### src/rtl/core/mpq_pkg.sv
package mpq_pkg;

  localparam int DEPTH   = 16;
  localparam int VALUE_W = 32;
  localparam int PRIO_W  = 16;
  localparam int ENTRY_W = 5;
  localparam int CNT_W   = $clog2(DEPTH + 1);

  typedef enum logic [0:0] {
    OP_INSERT = 1'b0,
    OP_POLL   = 1'b1
  } op_t;

  typedef struct packed {
    logic                      valid;
    logic signed [VALUE_W-1:0] value;
    logic signed [PRIO_W-1:0]  prio;
  } cell_data_t;

  typedef struct packed {
    logic                      ins;
    logic                      pol;
    logic signed [VALUE_W-1:0] new_value;
    logic signed [PRIO_W-1:0]  new_prio;
  } cell_ctrl_t;

  localparam cell_data_t EMPTY_CELL = '{valid: 1'b0, value: '0, prio: '0};

endpackage

### src/rtl/core/mpq_if.sv
interface mpq_req_if;
  import mpq_pkg::*;

  logic                      valid;
  logic                      ready;
  op_t                       opcode;
  logic signed [VALUE_W-1:0] item_value;
  logic signed [PRIO_W-1:0]  item_priority;

  modport source (output valid, opcode, item_value, item_priority, input ready);
  modport sink (input valid, opcode, item_value, item_priority, output ready);
endinterface

interface mpq_rsp_if;
  import mpq_pkg::*;

  logic                      valid;
  logic                      ready;
  logic signed [VALUE_W-1:0] out_value;
  logic                      was_empty;
  logic                      was_full;
  logic [ENTRY_W-1:0]        entry_count;

  modport source (output valid, out_value, was_empty, was_full, entry_count, input ready);
  modport sink (input valid, out_value, was_empty, was_full, entry_count, output ready);
endinterface

### src/rtl/core/mpq_cell.sv
module mpq_cell (
  input  logic               clk,
  input  logic               rst,
  input  mpq_pkg::cell_ctrl_t ctrl,
  input  mpq_pkg::cell_data_t prev,
  input  logic               prev_behind,
  input  mpq_pkg::cell_data_t next,
  output mpq_pkg::cell_data_t data,
  output logic               behind
);
  import mpq_pkg::*;

  logic                      valid;
  logic signed [VALUE_W-1:0] value;
  logic signed [PRIO_W-1:0]  prio;
  cell_data_t                data_next;

  assign data   = '{valid: valid, value: value, prio: prio};
  assign behind = valid && (prio >= ctrl.new_prio);

  // An insert keeps every entry of greater or equal priority in place and
  // moves the rest one cell back; a poll moves every entry one cell forward.
  always_comb begin
    data_next = data;
    if (ctrl.ins) begin
      if (!behind) begin
        if (prev_behind) begin
          data_next = '{valid: 1'b1, value: ctrl.new_value, prio: ctrl.new_prio};
        end else begin
          data_next = prev;
        end
      end
    end else if (ctrl.pol) begin
      data_next = next;
    end
  end

  always_ff @(posedge clk) begin
    if (rst) begin
      valid <= 1'b0;
    end else begin
      valid <= data_next.valid;
    end
  end

  always_ff @(posedge clk) begin
    value <= data_next.value;
    prio  <= data_next.prio;
  end

endmodule

### src/rtl/core/max_priority_queue_top.sv
// Sorted max-priority queue of DEPTH entries, each a 32-bit value and a
// 16-bit signed priority, built as a row of cells kept in service order.
// The req channel carries one word per operation: an insert of item_value
// with item_priority, or a poll of the front entry. The rsp channel returns
// exactly one word per operation: the polled value (all ones on an insert
// or on a poll of an empty queue), the empty and full flags, and the number
// of entries held afterward. Entries of equal priority leave in the order
// in which they arrived, and an insert into a full queue is dropped.
// Every cell compares its priority with the incoming one in parallel and
// either keeps its entry or takes its neighbor's, so each operation is
// applied when it is accepted: the response is registered, shows in the
// next cycle, and one word can be taken every cycle. The single response
// register sets the rate; while it holds a word that the receiver has not
// taken, req is not ready. Reset empties the queue and response register.
module max_priority_queue_top (
  input logic    clk,
  input logic    rst,
  mpq_req_if.sink   req,
  mpq_rsp_if.source rsp
);
  import mpq_pkg::*;

  localparam int EXT_W = CNT_W + ENTRY_W;

  cell_data_t                data [DEPTH];
  logic                      behind [DEPTH];
  cell_ctrl_t                ctrl;
  logic                      accept;
  logic                      is_full;
  logic                      is_empty;
  logic [CNT_W-1:0]          count;
  logic [CNT_W-1:0]          count_next;
  logic [EXT_W-1:0]          count_ext;
  logic                      out_valid;
  logic signed [VALUE_W-1:0] out_value;
  logic                      was_empty;
  logic                      was_full;
  logic [ENTRY_W-1:0]        entry_count;

  assign req.ready = !out_valid || rsp.ready;
  assign accept    = req.valid && req.ready;
  assign is_full   = data[DEPTH-1].valid;
  assign is_empty  = !data[0].valid;

  assign ctrl.ins       = accept && (req.opcode == OP_INSERT) && !is_full;
  assign ctrl.pol       = accept && (req.opcode == OP_POLL) && !is_empty;
  assign ctrl.new_value = req.item_value;
  assign ctrl.new_prio  = req.item_priority;

  for (genvar i = 0; i < DEPTH; i++) begin : g_cell
    cell_data_t prev_data;
    cell_data_t next_data;
    logic       prev_beh;

    if (i == 0) begin : g_first
      assign prev_data = EMPTY_CELL;
      assign prev_beh  = 1'b1;
    end else begin : g_mid
      assign prev_data = data[i-1];
      assign prev_beh  = behind[i-1];
    end

    if (i == DEPTH - 1) begin : g_last
      assign next_data = EMPTY_CELL;
    end else begin : g_inner
      assign next_data = data[i+1];
    end

    mpq_cell u_cell (
      .clk         (clk),
      .rst         (rst),
      .ctrl        (ctrl),
      .prev        (prev_data),
      .prev_behind (prev_beh),
      .next        (next_data),
      .data        (data[i]),
      .behind      (behind[i])
    );
  end

  always_comb begin
    count_next = count;
    if (ctrl.ins) begin
      count_next = count + CNT_W'(1);
    end else if (ctrl.pol) begin
      count_next = count - CNT_W'(1);
    end
  end

  assign count_ext = EXT_W'(count_next);

  always_ff @(posedge clk) begin
    if (rst) begin
      count     <= '0;
      out_valid <= 1'b0;
    end else begin
      count <= count_next;
      if (accept) begin
        out_valid <= 1'b1;
      end else if (rsp.ready) begin
        out_valid <= 1'b0;
      end
    end
  end

  always_ff @(posedge clk) begin
    if (accept) begin
      out_value   <= ctrl.pol ? data[0].value : '1;
      was_empty   <= (req.opcode == OP_POLL) && is_empty;
      was_full    <= (req.opcode == OP_INSERT) && is_full;
      entry_count <= count_ext[ENTRY_W-1:0];
    end
  end

  assign rsp.valid       = out_valid;
  assign rsp.out_value   = out_value;
  assign rsp.was_empty   = was_empty;
  assign rsp.was_full    = was_full;
  assign rsp.entry_count = entry_count;

endmodule

### src/flat_wrapper.sv
// flat-port wrapper written by rule: the top's interface ports become plain ports
module max_priority_queue_top_flat import mpq_pkg::*;
  (clk, rst, req_valid, req_opcode, req_item_value, req_item_priority, req_ready, rsp_valid, rsp_out_value, rsp_was_empty, rsp_was_full, rsp_entry_count, rsp_ready);
  mpq_req_if req_i ();
  mpq_rsp_if rsp_i ();
  input logic clk;
  input logic rst;
  input wire logic [$bits(req_i.valid)-1:0] req_valid;
  input wire logic [$bits(req_i.opcode)-1:0] req_opcode;
  input wire logic [$bits(req_i.item_value)-1:0] req_item_value;
  input wire logic [$bits(req_i.item_priority)-1:0] req_item_priority;
  output wire logic [$bits(req_i.ready)-1:0] req_ready;
  output wire logic [$bits(rsp_i.valid)-1:0] rsp_valid;
  output wire logic [$bits(rsp_i.out_value)-1:0] rsp_out_value;
  output wire logic [$bits(rsp_i.was_empty)-1:0] rsp_was_empty;
  output wire logic [$bits(rsp_i.was_full)-1:0] rsp_was_full;
  output wire logic [$bits(rsp_i.entry_count)-1:0] rsp_entry_count;
  input wire logic [$bits(rsp_i.ready)-1:0] rsp_ready;
  assign req_i.valid = req_valid;
  assign req_i.opcode = req_opcode;
  assign req_i.item_value = req_item_value;
  assign req_i.item_priority = req_item_priority;
  assign req_ready = req_i.ready;
  assign rsp_valid = rsp_i.valid;
  assign rsp_out_value = rsp_i.out_value;
  assign rsp_was_empty = rsp_i.was_empty;
  assign rsp_was_full = rsp_i.was_full;
  assign rsp_entry_count = rsp_i.entry_count;
  assign rsp_i.ready = rsp_ready;
  max_priority_queue_top u_core (.clk(clk), .rst(rst), .req(req_i), .rsp(rsp_i));
endmodule
### config.mk
export PLATFORM = sky130hd
export DESIGN_NAME = max_priority_queue_top_flat
export DESIGN_NICKNAME = d
export VERILOG_FILES = /design/src/rtl/core/mpq_pkg.sv /design/src/rtl/core/mpq_if.sv /design/src/rtl/core/mpq_cell.sv /design/src/rtl/core/max_priority_queue_top.sv /design/src/flat_wrapper.sv
export SDC_FILE = /design/constraint.sdc
export NUM_CORES = 2
export LEC_CHECK = 0
export BUFFER_PORTS_ARGS = -buffer_cell sky130_fd_sc_hd__buf_2
export CAP_MARGIN = 20
export CORE_MARGIN = 10
export CORE_UTILIZATION = 45
export DETAILED_ROUTE_END_ITERATION = 10
export GPL_ROUTABILITY_DRIVEN = 1
export MAX_ROUTING_LAYER = met4
export PLACE_DENSITY_LB_ADDON = 0.15
export SYNTH_ARGS = -nofsm -noshare
export SYNTH_HDL_FRONTEND = slang
export SYNTH_SLANG_ARGS = --single-unit
### constraint.sdc
create_clock -name clk -period 17.65 [get_ports clk]
set_clock_uncertainty 0.2 [all_clocks]
set_input_delay 0.8825 -clock clk [delete_from_list [all_inputs] [get_ports clk]]
set_output_delay 0.8825 -clock clk [all_outputs]
set_load 0.005 [all_outputs]
=== Word level (Yosys, flattened, before mapping) ===
Index checks and enable logic that the tools add are counted.

* Register bits: 829
* Latch bits: 0
* RAM bits: 0
* ROM bits: 0
* Input bits: 53
* Output and inout bits: 41
* Memories kept: 0

* $add $sub $neg: 2
* Multipliers: 0
* Div/mod/pow operators: 0
* $lt $le $gt $ge: 16
* Eq/ne operators: 16
* Shift operators: 0
* Multiplexer cells: 67
* Bitwise logic cells: 1
* Reduce and logical (&&, ||, !) cells: 45

{| class="wikitable"
|+ Operators by type and width
! kind !! number
|-
| 49-bit 2-to-1 mux || 63
|-
| 16-bit greater-or-equal comparator || 16
|-
| 2-bit inequality test, second input constant || 16
|-
| 2-bit AND reduction || 16
|-
| 1-bit logical AND || 23
|-
| 5-bit 2-to-1 mux || 2
|-
| 5-bit by 1-bit adder with 5-bit output, second input constant || 1
|-
| 5-bit by 1-bit subtractor with 5-bit output, second input constant || 1
|-
| 2-bit nonzero test || 2
|-
| 1-bit logical NOT || 3
|-
| 1-bit 2-to-1 mux || 2
|-
| 1-bit logical OR || 1
|-
| 1-bit NOT || 1
|}

=== Logic depth before layout (Yosys ltp) ===
* Depth in word-level cells: 7
* Gate-level depth with buffers: 13
* Mapped depth without buffers: 9

=== By module ===
From an unflattened synthesis, not the netlist that was laid out.

* Cell total of the unflattened synthesis: 4617
* Area, all modules: 48795.5 um^2

{| class="wikitable"
|+ Modules (own cells, without submodules)
! module !! instances !! cells an instance !! area an instance (um^2)
|-
| mpq_cell (u_core.g_cell[2].u_cell ...) || 8 || 286 || 2966.6
|-
| mpq_cell (u_core.g_cell[0].u_cell ...) || 8 || 275 || 2902.8
|-
| max_priority_queue_top || 1 || 129 || 1840.5
|}

=== Least setup slack after synthesis ===
Ideal clock, no wire load.

* Path kind: in2reg
* Start: input req_item_priority[14]
* End: register u_core.g_cell[11].u_cell.prio[0] (enable)
* Library setup time: 0.520 ns
* Arrival: 6.349 ns
* Setup slack: 10.581 ns
* Stages on the path: 9
* Path through: clkbuf_1 -> inv_1 -> ha_1 -> nand4_1 -> or4_1 -> a21oi_1 -> nor3_2 -> mux2_2 -> o21ai_0

* Word-level cells in the longest chain between the ends: 4

{| class="wikitable"
|+ Ends and longest elaborated chain
! what !! RTL line !! text
|-
| start, declared || flat_wrapper.sv:11 || <nowiki>input wire logic [$bits(req_i.item_priority)-1:0] req_item_priority;</nowiki>
|-
| 16-bit greater-or-equal comparator || mpq_cell.sv:19 || <nowiki>assign behind = valid && (prio >= ctrl.new_prio);</nowiki>
|-
| 1-bit logical AND || mpq_cell.sv:19 ||
|-
| 2-bit inequality test (no source line) || - ||
|-
| 2-bit AND reduction (no source line) || - ||
|-
| end signal, assigned || mpq_cell.sv:48 || <nowiki>prio <= data_next.prio;</nowiki>
|-
| end, declared || mpq_cell.sv:15 || <nowiki>logic signed [PRIO_W-1:0] prio;</nowiki>
|}

No other way between the ends.
A chain may end at the register's enable or synchronous reset.

==> impl_metrics.tcl <==
set metrics [dict create \
    die-area_um2 115000 \
    globalplace.congestion 0.925 \
    fin_cells 5599 \
    grt.overflow.total 0 \
    final_core_util_pct 49.9 \
    dp.cells 5422 \
    period_share_pct 27.6 \
    final_cell_mix "edfxtp_1, nand2_1, a21oi_1" \
    layout-drive-gt1-share_pct 8.08 \
    required_ns 17.82 \
    ir_worst_vdd_v 0.0000633 \
    path_clk_slew_ns 0.06 \
    synth_top_family_by_area "simple AND/OR/NAND/NOR gates" \
    io_buffers 93 \
    wire_per_inst_um 26.8 \
    synth_mux_area_share_pct 7.87 \
    synthFlopType "edfxtp_1" \
    synthXorXnorAreaFrac_pct 0.0767 \
    r2r_start "u_core.g_cell[15].u_cell.valid$_SDFFE_PP0P_" \
    avgSynthCellArea_um2 10.7 \
    die_w_um 339 \
    postLayoutCellArea_um2 50100 \
    placed_cell_area_um2 47000 \
    p_per_area_nw_per_um2 100 \
    syn_area_um2 45700 \
    antenna_found_initial 7 \
    fin_total_pwr_mw 5.03 \
    cts_tree "built" \
    chipHeight_um 339 \
    drc 0 \
    viasPerCell 6.26 \
    fin_crit_ns 4.87 \
    worstHoldPathType "primary input to flip-flop" \
    holdBufCountCts 0 \
    start_util_pct 45.5 \
    slew_violations 0 \
    vias 35031 \
    worstSetupPathType "primary input to flip-flop" \
    synth_compound_gate_area_share_pct 13.2 \
    postCtsSetupBuffers 0 \
    routed_wl_mm 150 \
    cp-start-kind "primary input" \
    drtAntennaViolNets 0 \
    dp_slack_ns 12.16 \
    drv_cap 0 \
    h-tree-depth 3 \
    synth_fp_nets 4550 \
    min_to "u_core.rsp.valid$_SDFFE_PP0P_" \
    cts.sinks 829 \
    insertion_delay_ns 0.69 \
    startpoint "req_item_priority[5]" \
    area.growth.synth_to_final_pct 9.80 \
    hold_ws_ns 0.242 \
    async_reset_ff_share_pct 0 \
    yosys_warnings 0 \
    r2r_slack_ns 12.98 \
    grt_max_degree 159 \
    setup_viol 0 \
    root_buffer "clkbuf_16" \
    min_path_cells 3 \
    cts_buffer_depth 3 \
    worst_setup_path_end_kind "flip-flop" \
    row_count 116 \
    tns_ns 0 \
    hp-start "req_valid" \
    status "complete, no violations" \
    synthCells 4255 \
    drt_pass1_iterations 8 \
    grt_util_all_layers_pct 26.0 \
    core_area_um2 100000 \
    worst_slack_ns 12.78 \
    slew_headroom_pct 24.2 \
    nets 4457 \
    synth-seq-cells 829 \
    cts.repair.resized 0 \
    ys_seq_area_share_pct 54.0 \
    synth_simple_gate_area_share_pct 14.3 \
    grt_pass1_vias 33758 \
    crit_fanout 72 \
    synth_fa_ha_area_share_pct 6.63 \
    rsz0062_at_grt "no" \
    synth_edf_count 807 \
    place_hpwl_mm 91.0 \
    p_leak_nw 17.6 \
    nFillCells 9199 \
    synth_cell_types 60 \
    drt_iter0_markers 4202 \
    layout_commonest_cell "edfxtp_1" \
    r2r_cells 7 \
    max_freq_mhz 205 \
    worst_slew_pin_slew_ns 1.14 \
    grt_pass1_wl_mm 224 \
    numCtsBuffers 95 \
    timing.rr.end "u_core.g_cell[7].u_cell.value[12]$_DFFE_PP_" \
    io_pins 94 \
    hold_viol 0 \
    crit_arrival_ns 5.04 \
]
-- cell families after synthesis --
kind of cell	count (synthesis)
adder cells (fa/ha/maj)	242
AO/OA/AOI/OAI	946
buffers and inverters	399
flip-flops	829
XOR/XNOR	4
multiplexers	353
AND/OR/NAND/NOR	1482
-- power breakdown --
part | internal (mW) | total, mW | switching, mW
sequential | 2.33 | 2.41 | 0.0822
clock | 1.18 | 2.03 | 0.856
combinational | 0.186 | 0.592 | 0.406
total | 3.69 | 5.03 | 1.34
-- synthesized netlist by cell type, drive strengths merged, types with 6 or more instances --
cell | number | share of area [%]
o21ai | 34 | 0.41
nand4 | 57 | 0.78
nor2b | 30 | 0.41
a211oi | 13 | 0.21
edfxtp | 807 | 53
a21o | 22 | 0.36
nand2 | 522 | 4.3
dfxtp | 22 | 0.96
nor3 | 16 | 0.22
a2111oi | 9 | 0.21
nand3 | 388 | 4.3
o211ai | 346 | 5.7
inv | 51 | 0.42
ha | 242 | 6.6
nor4 | 15 | 0.21
a22oi | 6 | 0.099
mux2i | 352 | 7.8
a21oi | 443 | 4.9
o221ai | 12 | 0.23
o21a | 7 | 0.12
a221oi | 9 | 0.17
nand2b | 37 | 0.51
buf | 97 | 1.5
clkbuf | 251 | 2.1
nor2 | 395 | 3.2
a22o | 12 | 0.23
-- routing by layer --
metal	wire length [um]	share of wire, %	track usage [%]
met5	0	0	-
met2	66200	44	38.3
met1	68100	45	36.6
met4	4930	3.3	8.69
met3	11100	7.4	3.60
-- worst max-delay path, stage by stage --
cell and delay [ns]:
buf_2 0.21, inv_1 0.63, ha_1 0.37, a21oi_1 0.16
o21ai_0 0.12, a221o_1 0.38, nor3_2 0.25, mux2i_4 0.78
buf_4 0.88, o221ai_1 0.31
-- cell type report --
cell class / count / area [um2] / share of cell area, %
Timing Repair Buffer: 158 / 998 / 1.99
Antenna cell: 7 / 17.5 / 0.0349
Inverter: 51 / 194 / 0.387
Clock inverter: 44 / 494 / 0.986
Sequential cell: 829 / 24700 / 49.2
Multi-Input combinational cell: 3027 / 19400 / 38.8
Tap cell: 1357 / 1700 / 3.39
Clock buffer: 126 / 2630 / 5.24
-- flip-flops by register name (all words and copies together) (netlist names) --
signal / flops
u_core.g_cell.u_cell.value: 512
u_core.g_cell.u_cell.prio: 256
u_core.rsp.out_value: 32
u_core.g_cell.u_cell.valid: 16
u_core.count: 5
u_core.rsp.entry_count: 5
u_core.rsp.valid: 1
u_core.rsp.was_empty: 1
u_core.rsp.was_full: 1
-- how the worst max path moves through the flow --
stage                     cells past startpoint                                          end  slack [ns]
after floorplan                               9   u_core.g_cell[11].u_cell.prio[0]$_DFFE_PP_       10.58
after global placement                       10   u_core.g_cell[12].u_cell.prio[0]$_DFFE_PP_       12.25
after detailed placement                     10   u_core.g_cell[12].u_cell.prio[0]$_DFFE_PP_       12.16
after CTS                                    10   u_core.g_cell[12].u_cell.prio[0]$_DFFE_PP_       12.90
after global routing                          9  u_core.g_cell[7].u_cell.value[12]$_DFFE_PP_       12.57
final                                        10   u_core.g_cell[12].u_cell.prio[0]$_DFFE_PP_       12.78
(Power assumes the default switching activity.)
